### src/sv/sws_pkg.sv
`timescale 1ns / 1ps
package sws_pkg;

	localparam int PHASE_BITS    = 32;
	localparam int OUTPUT_BITS   = 16;
	localparam int CORDIC_STAGES = 16;

	localparam int AMP_BITS   = 15;
	localparam int COUNT_BITS = 24;
	localparam int CFG_BITS   = 32;
	localparam int DATA_BITS  = 32;
	localparam int SHIFT_BITS = 5;

	localparam int PHASE_DN = (PHASE_BITS >= 32) ? PHASE_BITS - 32 : 0;
	localparam int PHASE_UP = (PHASE_BITS < 32) ? 32 - PHASE_BITS : 0;

	localparam logic [30:0] HALF_PI_Q30 = 31'd1686629713;
	localparam logic signed [DATA_BITS-1:0] CORDIC_INIT_X = 32'sd652032874;

	localparam logic signed [31:0] SAMPLE_MAX = 32'sd2 ** (OUTPUT_BITS - 1) - 32'sd1;
	localparam logic signed [31:0] SAMPLE_MIN = -SAMPLE_MAX - 32'sd1;

	typedef enum logic [1:0] {
		CFG_PHASE_STEP   = 2'd0,
		CFG_AMPLITUDE    = 2'd1,
		CFG_SAMPLE_COUNT = 2'd2
	} cfg_reg_t;

	typedef struct packed {
		logic signed [DATA_BITS-1:0] x;
		logic signed [DATA_BITS-1:0] y;
		logic signed [DATA_BITS-1:0] z;
		logic [1:0]                  quad;
		logic                        last;
	} cordic_t;

	function automatic logic signed [DATA_BITS-1:0] atan_q30(input int i);
		logic signed [DATA_BITS-1:0] a;
		case (i)
			0:       a = 32'sd843314857;
			1:       a = 32'sd497837829;
			2:       a = 32'sd263043837;
			3:       a = 32'sd133525159;
			4:       a = 32'sd67021687;
			5:       a = 32'sd33543516;
			6:       a = 32'sd16775851;
			7:       a = 32'sd8388437;
			8:       a = 32'sd4194283;
			9:       a = 32'sd2097149;
			10:      a = 32'sd1048576;
			11:      a = 32'sd524288;
			12:      a = 32'sd262144;
			13:      a = 32'sd131072;
			14:      a = 32'sd65536;
			15:      a = 32'sd32768;
			16:      a = 32'sd16384;
			17:      a = 32'sd8192;
			18:      a = 32'sd4096;
			19:      a = 32'sd2048;
			20:      a = 32'sd1024;
			21:      a = 32'sd512;
			22:      a = 32'sd256;
			default: a = 32'sd128;
		endcase
		return a;
	endfunction

endpackage

### src/sv/sws_back.sv
`timescale 1ns / 1ps
module sws_back import sws_pkg::*; (
	input  logic                          clk,
	input  logic                          arst_n,
	input  logic [AMP_BITS-1:0]           amplitude,
	input  logic                          in_valid,
	output logic                          in_ready,
	input  cordic_t                       in_data,
	output logic                          out_valid,
	input  logic                          out_ready,
	output logic signed [OUTPUT_BITS-1:0] sample,
	output logic                          last
);

	logic               valid_s1, valid_s2, valid_q;
	logic signed [15:0] sine_s1;
	logic               last_s1;
	logic signed [31:0] prod_s2;
	logic               last_s2;
	logic signed [OUTPUT_BITS-1:0] sample_q;
	logic               last_q;

	logic               ready_s1, ready_s2, ready_q;
	logic signed [31:0] s_full, c_full, pick;
	logic signed [15:0] sine_d;
	logic signed [31:0] prod_d;
	logic signed [31:0] shifted;
	logic signed [31:0] sat;

	always_comb begin
		s_full = (in_data.y + 32'sd16384) >>> 15;
		c_full = (in_data.x + 32'sd16384) >>> 15;
		case (in_data.quad)
			2'd0:    pick = s_full;
			2'd1:    pick = c_full;
			2'd2:    pick = -s_full;
			default: pick = -c_full;
		endcase
		if (pick > 32'sd32767)
			sine_d = 16'sd32767;
		else if (pick < -32'sd32767)
			sine_d = -16'sd32767;
		else
			sine_d = 16'(pick);

		prod_d  = $signed({1'b0, amplitude}) * sine_s1;
		shifted = prod_s2 >>> 15;
		if (shifted > SAMPLE_MAX)
			sat = SAMPLE_MAX;
		else if (shifted < SAMPLE_MIN)
			sat = SAMPLE_MIN;
		else
			sat = shifted;
	end

	assign ready_q   = !valid_q || out_ready;
	assign ready_s2  = !valid_s2 || ready_q;
	assign ready_s1  = !valid_s1 || ready_s2;
	assign in_ready  = ready_s1;
	assign out_valid = valid_q;
	assign sample    = sample_q;
	assign last      = last_q;

	always_ff @(posedge clk or negedge arst_n) begin
		if (!arst_n) begin
			valid_s1 <= 1'b0;
			valid_s2 <= 1'b0;
			valid_q  <= 1'b0;
		end else begin
			if (ready_s1)
				valid_s1 <= in_valid;
			if (ready_s2)
				valid_s2 <= valid_s1;
			if (ready_q)
				valid_q <= valid_s2;
		end
	end

	always_ff @(posedge clk) begin
		if (in_valid && ready_s1) begin
			sine_s1 <= sine_d;
			last_s1 <= in_data.last;
		end
		if (valid_s1 && ready_s2) begin
			prod_s2 <= prod_d;
			last_s2 <= last_s1;
		end
		if (valid_s2 && ready_q) begin
			sample_q <= OUTPUT_BITS'(sat);
			last_q   <= last_s2;
		end
	end

endmodule

### config.mk
export PLATFORM = sky130hd
export DESIGN_NAME = sws_back
export DESIGN_NICKNAME = d
export VERILOG_FILES = /design/src/sv/sws_pkg.sv /design/src/sv/sws_back.sv
export SDC_FILE = /design/constraint.sdc
export NUM_CORES = 1
export LEC_CHECK = 0
export ABC_CLOCK_PERIOD_IN_PS = 7950
export CAP_MARGIN = 20
export CELL_PAD_IN_SITES_DETAIL_PLACEMENT = 1
export CELL_PAD_IN_SITES_GLOBAL_PLACEMENT = 2
export CORE_ASPECT_RATIO = 0.9
export CORE_MARGIN = 4
export CORE_UTILIZATION = 30
export DETAILED_ROUTE_END_ITERATION = 7
export DONT_BUFFER_PORTS = 1
export PLACE_DENSITY = 0.61
export SLEW_MARGIN = 10
export SYNTH_ARGS = -nofsm -noshare
export SYNTH_HDL_FRONTEND = slang
export SYNTH_SLANG_ARGS = --single-unit
### constraint.sdc
create_clock -name clk -period 7.95 [get_ports clk]
set_clock_uncertainty 0.1 [all_clocks]
set_input_delay 1.1925 -clock clk [delete_from_list [all_inputs] [get_ports clk]]
set_output_delay 1.1925 -clock clk [all_outputs]
set_load 0.01 [all_outputs]
# Word-level counts from Yosys, hierarchy flattened
# Index checks and enable logic that the tools add are counted.
# Widths: inputs -> output; s select.
[word_totals] regBits=70 output_inout_bits=19 word_cells=35
[classes] addsub=4 multipliers=1 magnitude_cmp=4 eq_ne=2 muxes=3 n_reduce_logical=11
[ops] op="$pmux 32 s3" count=1
[ops] op="$add 32x16->32 const B" count=2
[ops] op="$neg 17->32" count=2
[ops] op="$gt 32x16->1 const B" count=1
[ops] op="$lt 32x16->1 const B" count=1
[ops] op="$mul 16x16->32" count=1
[ops] op="$mux 16" count=2
[ops] op="$gt 17x16->1 const B" count=1
[ops] op="$lt 17x16->1 const B" count=1
[ops] op="$logic_and 1x1->1" count=3
[ops] op="$logic_not 1->1" count=3
[ops] op="$logic_or 1x1->1" count=3
[ops] op="$eq 2x1->1 const B" count=1
[ops] op="$eq 2x2->1 const B" count=1
[ops] op="$logic_not 2->1" count=1
[ops] op="$reduce_or 2->1" count=1

# Longest topological paths before layout
# Gate-level depths: netlist of the first run.
[depth] word_depth=5 ltp_mapped=23 mapped_depth_nobuf=22

# Least setup slack after synthesis of the first run
# OpenSTA, ideal clock, no wires.
[synth_timing] kind="input port to flip-flop" startpoint="in amplitude[6]" endpoint="reg prod_s2[30] (data pin)" setup_time_ns=0.261 arrival_time_ns=6.981 slack_ns=0.608 stages=21 cell_sequence="clkbuf_1 nand2_1 fa_1 inv_1 fa_1 fa_1 fa_1 fa_1 inv_1 fa_1 inv_1 ha_1 a21oi_1 o21ai_0 a21oi_1 o21ai_0 a31oi_1 o22ai_1 a221o_1 a31o_2 a311o_1"
[synth_between] elab_chain_cells=1
[synth_rtl] item="start: declaration" line="sws_back.sv:5" source="input logic [AMP_BITS-1:0] amplitude,"
[synth_rtl] item="$mul 16x16->32" line="sws_back.sv:46" source="prod_d = $signed({1'b0, amplitude}) * sine_s1;"
[synth_rtl] item="via prod_d[30]" line="sws_back.sv:26" source="logic signed [31:0] prod_d;"
[synth_rtl] item="end signal: assignment" line="sws_back.sv:85" source="prod_s2 <= prod_d;"
[synth_rtl] item="end: declaration" line="sws_back.sv:18" source="logic signed [31:0] prod_s2;"
# The timed path passes the listed nets, and every way through them passes these cells.
# A chain may end at the register's enable or synchronous reset.

# Worst setup path after layout of the first run
[layout_timing] startpoint="in amplitude[3]" endpoint="reg prod_s2[30] (data pin)"
# Same word-level chain as after synthesis.

==> results.cfg, run 1 <==
[timing]
fin_crit_sh_pct = 93.9
fin_tns_setup_ns = 0
slew_headroom_pct = 40.6
holdWs_ns = 0.323
setup_viol = 0
max_clock_freq_mhz = 134
worst_pin_slew_ns = 0.892
worst_slack_ns = 0.487
fin_crit_ns = 7.46
finalHoldViolations = 0
drv_slew = 0
rsz0062_at_grt = false

[global_routing]
grt_max_degree = 47
track_usage_pct = 16.3
grt_remaining_overflow = 0
grt_pass1_wl_um = 59600
grt_pass1_vias = 10700
antenna_found_initial = 0

[placement]
dp_hpwl_um = 30000
io_buffer_count = 0
dpl_worst_slack_ns = 0.140
gp_congestion = 0.797
placed_cells_incl_taps = 1907

[clock_network]
htreeDepth = 2
cts.sinks = 55
cts_hold_buf = 0
clock_latency_ns = 0.31
post_cts_buffers = 0
numCtsBuffers = 5
cts.clk_slew.worst_paths_ns = 0.07
ctsResizeCount = 0
root_buffer = clkbuf_16
cts_tree = built
clk_path_buf_depth = 2

[routing]
firstDrtPassIters = 4
first_iter_violations = 361
via_per_inst = 4.97
ant_nets = 0
drc_errors = 0
wl_per_cell_um = 19.1
vias = 9523
routed_wl_um = 36500

[floorplan]
die_h_um = 203
start_util_pct = 30.3
die-width_um = 224
die-area_mm2 = 0.0455
ioPinCount = 137
core_mm2 = 0.0418
rows = 71

[power_and_ir_drop]
vdd_drop_max_mv = 0.600
power_frac_clock_pct = 3.6
powerDensity_mw_per_mm2 = 485
comb_power_share_pct = 84.5
switching_share_pct = 51.6
p_int_mw = 3.11
p_sw_mw = 3.31
seq_power_share_pct = 11.9
power.leakage_nw = 5.97

[final_layout]
antenna-diode-count = 0
nets = 1786
drive_above_1_share_pct = 4.97
stdcell_count = 1915
areaGrowthSynthToFinish_pct = 4.83
nFillCells = 4873

[synth]
yosysWarnings = 0
ys_top_cells_by_area = fa_1 28%, edfxtp_1 12%, ha_1 12%, inv_1 7.3%, and2_1 5.8%
yosysTopAreaCell = fa_1
synth_edf_count = 52
synth-main-ff-cell = edfxtp_1
ys_seq_elements = 55
ys_seq_area_share_pct = 12.9
yosys.cell_types.count = 94
netlist.area_leader.share_pct = 28.4
avgSynthCellArea_um2 = 8.93
synthCells = 1416
synthArstFlopShare_pct = 5.45
syn_area_mm2 = 0.0126
syn-num-nets = 1835

[critical_path]
worstPathRequired_ns = 7.90
critPathKind = input port to flop
cp-end-kind = flop
critPathLaunchType = input port
arrival_ns = 7.42
crit_fanout = 16

[run]
cap_violations = 0

[min_path]
hold_class = flop to flop

[status]
status = complete, no violations
-- stage by stage --
| stage | total power, mW | utilization [%] | instance area, µm² |
|---|---|---|---|
| after global placement | 6.23 | 31.4 | 13100 |
| after detailed placement | 6.35 | 31.4 | 13100 |
| after floorplan | 4.79 | - | 12600 |
| after global routing | 7.39 | 31.7 | 13300 |
| after CTS | 6.63 | 31.7 | 13300 |
| final | 6.42 | 31.7 | 13300 |
-- path summary, 6_finish.rpt --
path / end / from / slack, ns / cells after the start
setup reg to reg: prod_s2[30]$_DFFE_PP_ / sine_s1[9]$_SDFFCE_PN1P_ / 0.62 / 21
hold / removal: last$_DFFE_PP_ / last_s2$_DFFE_PP_ / 0.32 / 0
hold reg to reg: last$_DFFE_PP_ / last_s2$_DFFE_PP_ / 0.32 / 0
setup / recovery: prod_s2[30]$_DFFE_PP_ / amplitude[3] / 0.49 / 22
max in group asynchronous: out_valid$_DFFE_PN0P_ / arst_n / 7.21 / 0
min in group asynchronous: valid_s2$_DFFE_PN0P_ / arst_n / 0.47 / 0
-- critical path, stage by stage --
cell and delay (ns):
and2_1 0.16, fa_1 0.58, inv_1 0.08, fa_1 0.48
inv_1 0.06, fa_1 0.50, fa_1 0.52, fa_1 0.55
inv_1 0.06, fa_1 0.53, inv_1 0.04, ha_1 0.34
a21oi_1 0.13, o21ai_0 0.15, a21oi_1 0.28, o21ai_0 0.12
a31oi_1 0.29, buf_4 0.20, o22ai_1 0.10, a221o_1 0.42
a31o_2 0.29, a311o_1 0.36
-- sequential cells by signal, indices dropped and copies added (netlist names) --
signal,cells
last_s1,1
last,1
valid_s2,1
valid_s1,1
last_s2,1
out_valid,1
prod_s2,17
sine_s1,16
sample,16
-- cells in the final DEF (no fill, tap or decap), types with 5 or more instances in the layout --
cell         n
and2_1     118
mux2i_1      8
fa_1       179
buf_4       11
nor2_1      46
nor4_1       7
and3_1      16
ha_1       122
nand3_1     28
a211o_1      8
a21oi_1     25
xor2_1      15
nand2b_1    16
o31ai_1      7
nor2b_1     11
clkbuf_16    5
a211oi_2    11
a21boi_0     5
a31oi_1      7
nor3_1      19
and4_1       9
o21ai_0     42
or3_1       10
inv_1      246
nand2_1    165
xnor2_1     31
a211oi_1     8
nand4_1     21
a21o_1       5
edfxtp_1    52
-- synth_stat cells (7+ instances only) --
cell type	instances
nor3_1	19
mux2i_1	8
and4_1	9
a21oi_1	25
a31oi_1	7
xnor2_1	31
buf_2	13
nand2_1	165
clkbuf_1	47
nand2b_1	16
o21ai_0	42
nand4_1	21
ha_1	122
o31ai_1	7
or3_1	10
xor2_1	15
fa_1	179
edfxtp_1	52
and2_1	118
a211oi_1	8
nor4_1	7
a211o_1	8
nor2_1	46
a211oi_2	11
nor2b_1	11
and3_1	16
inv_1	246
nand3_1	28
-- power by group through the flow --
stage / combinational (mW) / clock, mW / sequential [mW]
floorplan: 4.08 / 0 / 0.716
global placement: 5.46 / 0 / 0.770
detailed placement: 5.57 / 0 / 0.774
CTS: 5.63 / 0.238 / 0.767
global route: 6.36 / 0.253 / 0.777
finish: 5.43 / 0.228 / 0.764
-- final cells by class --
| type | count | area (µm²) | share of cell area (%) |
|---|---|---|---|
| clock buffer | 5 | 125 | 0.944 |
| clock inverter | 3 | 20.0 | 0.151 |
| inverter | 247 | 927 | 7.00 |
| multi-input combinational | 1047 | 9770 | 73.8 |
| sequential | 55 | 1640 | 12.4 |
| tap | 547 | 684 | 5.17 |
| timing repair buffer | 11 | 82.6 | 0.623 |
-- metal layers --
metal  vias up  GRT usage (%)  wire, µm
li1       4559              -         -
met2        87           29.3     18300
met5         -              0         0
met3        27           1.45       838
met1      4850           21.6     16800
met4         0           2.87       528
-- logic make-up (layout without fill, tap and decap cells) --
group / after synthesis / after routing / share of synthesized area (%)
and+or+nand+nor: 495 / 495 / 20.8
xor gates and xnor gates: 48 / 48 / 3.44
AOI/OAI and AO/OA: 194 / 194 / 11.9
buffers and inverters: 314 / 266 / 9.72
DFF: 55 / 55 / 12.9
adders and majority gates: 301 / 301 / 40.4
muxes: 9 / 9 / 0.723
(Power assumes the default switching activity.)
==> run 2: changes to the inputs <==
Settings changed: ABC_CLOCK_PERIOD_IN_PS 7950 to 8900.
Clock period 7.95 ns to 8.9 ns, I/O delays scaled along.
==> run 2 against run 1 <==
Net effect: sequential cell count stayed put; combinational power down 13%; final cell count down 0.26%; worst setup slack gained 0.80 ns; non-clock buffer count shrank 5; count of clock-buffer cells in the layout rose by 1; routed wire length shrank 1.7%; critical path depth stayed put; die area unchanged; critical path type unchanged; global-route usage shrank 0.21 points; core utilization fell by 0.099 points.
==> results.cfg, run 2 (same netlist as run 1, synthesis figures left out) <==
[final_layout]
final_cell_mix = 246 x inv_1, 179 x fa_1, 165 x nand2_1
largest_reg_flops = 17
seqCellArea_mm2 = 0.00164
post-route-cell-area_mm2 = 0.0132
nFillCells = 4903
antenna-diode-count = 0
nets = 1781
multi_input_area_mm2 = 0.00977
layout_commonest_cell = inv_1
drive_above_1_share_pct = 4.62
stdcell_count = 1910
areaGrowthSynthToFinish_pct = 4.50
top_register = prod_s2

[timing]
finalHoldViolations = 0
worst_slack_ns = 1.29
rsz0062_at_grt = false
worst_pin_slew_ns = 0.910
fin_crit_ns = 7.61
fin_tns_setup_ns = 0
max_clock_freq_mhz = 131
slew_headroom_pct = 39.3
holdWs_ns = 0.329
fin_crit_sh_pct = 85.5
drv_slew = 0
setup_viol = 0

[critical_path]
path_cells = and2_1, fa_1, inv_1, fa_1, fa_1, inv_1, fa_1, fa_1, inv_1, fa_1, inv_1, ha_1, a21oi_1, o21ai_0, a21oi_1, o21ai_0, a31oi_1, buf_4, o22ai_1, a221o_1, a31o_2, a311o_1
cp-startpoint = amplitude[7]
critPathLaunchType = input port
reg2reg_from = sine_s1[15]$_SDFFCE_PN0P_
regToRegSetupSlack_ns = 1.52
cp_top_family = adder cells
critPathKind = input port to flop
worstPathRequired_ns = 8.85
r2r_end = prod_s2[30]$_DFFE_PP_
arrival_ns = 7.56
crit_end = prod_s2[30]$_DFFE_PP_
slowest_stage = fa_1
crit_buf_inv = 5
cp.depth = 22
ff2ff_path_depth = 21
crit_fanout = 16
max_stage_delay_ns = 0.55
critPathMostFrequentCell = fa_1
cp-end-kind = flop

[global_routing]
track_usage_pct = 16.1
grt_pass1_vias = 10500
antenna_found_initial = 0
grt_max_degree = 47
grt_pass1_wl_um = 58900
grt_remaining_overflow = 0

[routing]
wl_per_cell_um = 18.8
firstDrtPassIters = 4
first_iter_violations = 401
vias = 9567
via_per_inst = 5.01
routed_wl_um = 35900
ant_nets = 0
drc_errors = 0

[run]
cap_violations = 0

[placement]
gp_congestion = 0.796
dpl_cell_area_mm2 = 0.0131
placed_cells_incl_taps = 1902
io_buffer_count = 0
dp_hpwl_um = 29400
dpl_worst_slack_ns = 0.906

[min_path]
hold_class = flop to flop

[power_and_ir_drop]
powerDensity_mw_per_mm2 = 427
power.leakage_nw = 5.94
vdd_drop_max_mv = 0.355

[clock_network]
cts.sinks = 55
cts.clk_slew.worst_paths_ns = 0.07
cts_hold_buf = 0
root_buffer = clkbuf_16
post_cts_buffers = 0
clk_path_buf_depth = 2
ctsResizeCount = 0
numCtsBuffers = 5
clock_latency_ns = 0.30
htreeDepth = 2
cts_tree = built

[floorplan]
die-width_um = 224
die-area_mm2 = 0.0455
ioPinCount = 137
core_mm2 = 0.0418
start_util_pct = 30.3
rows = 71
die_h_um = 203

[status]
status = complete, no violations
-- run 2: layer usage --
metal,vias up,track usage (%),part of all wire (%)
met2,63,28.7,50
met5,-,0,0
met3,16,1.49,1.9
li1,4549,-,-
met1,4939,22.0,47
met4,0,1.71,0.67
-- run 2: through the flow --
step           util, %  total power, mW
3_3_place_gp      31.3             5.51
2_1_floorplan        -             4.28
4_1_cts           31.6             5.81
5_1_grt           31.6             6.57
6_report          31.6             5.64
3_5_place_dp      31.3             5.55
-- run 2: worst reg2reg max path, delay by kind of cell, from the launching register on --
family                     cells  cell delay (ns)
adders and majority gates      7             3.53
AOI/OAI and AO/OA              9             2.15
DFF                            1             0.82
buffers and inverters          4             0.34
and+or+nand+nor                1             0.19
-- run 2: worst min path at each step --
| stage | start | endpoint | slack, ns | depth (start not counted) |
|---|---|---|---|---|
| finish | last_s2$_DFFE_PP_ | last$_DFFE_PP_ | 0.33 | 0 |
| global route | last_s2$_DFFE_PP_ | last$_DFFE_PP_ | 0.36 | 0 |
| CTS | last_s2$_DFFE_PP_ | last$_DFFE_PP_ | 0.33 | 0 |
| detailed placement | last_s2$_DFFE_PP_ | last$_DFFE_PP_ | 0.31 | 0 |
| global placement | last_s2$_DFFE_PP_ | last$_DFFE_PP_ | 0.30 | 0 |
| floorplan | last_s2$_DFFE_PP_ | last$_DFFE_PP_ | 0.30 | 0 |
-- run 2: power by group --
part,switching [mW],internal (mW)
combinational,2.70,2.05
sequential,0.0917,0.596
clock,0.0951,0.104
total,2.89,2.75
-- run 2: area by class of cell --
cell class | instances | share of cell area (%)
Clock inverter | 2 | 0.0947
Timing Repair Buffer | 6 | 0.341
Sequential cell | 55 | 12.4
Clock buffer | 6 | 0.976
Tap cell | 547 | 5.18
Inverter | 247 | 7.02
Multi-Input combinational cell | 1047 | 74.0
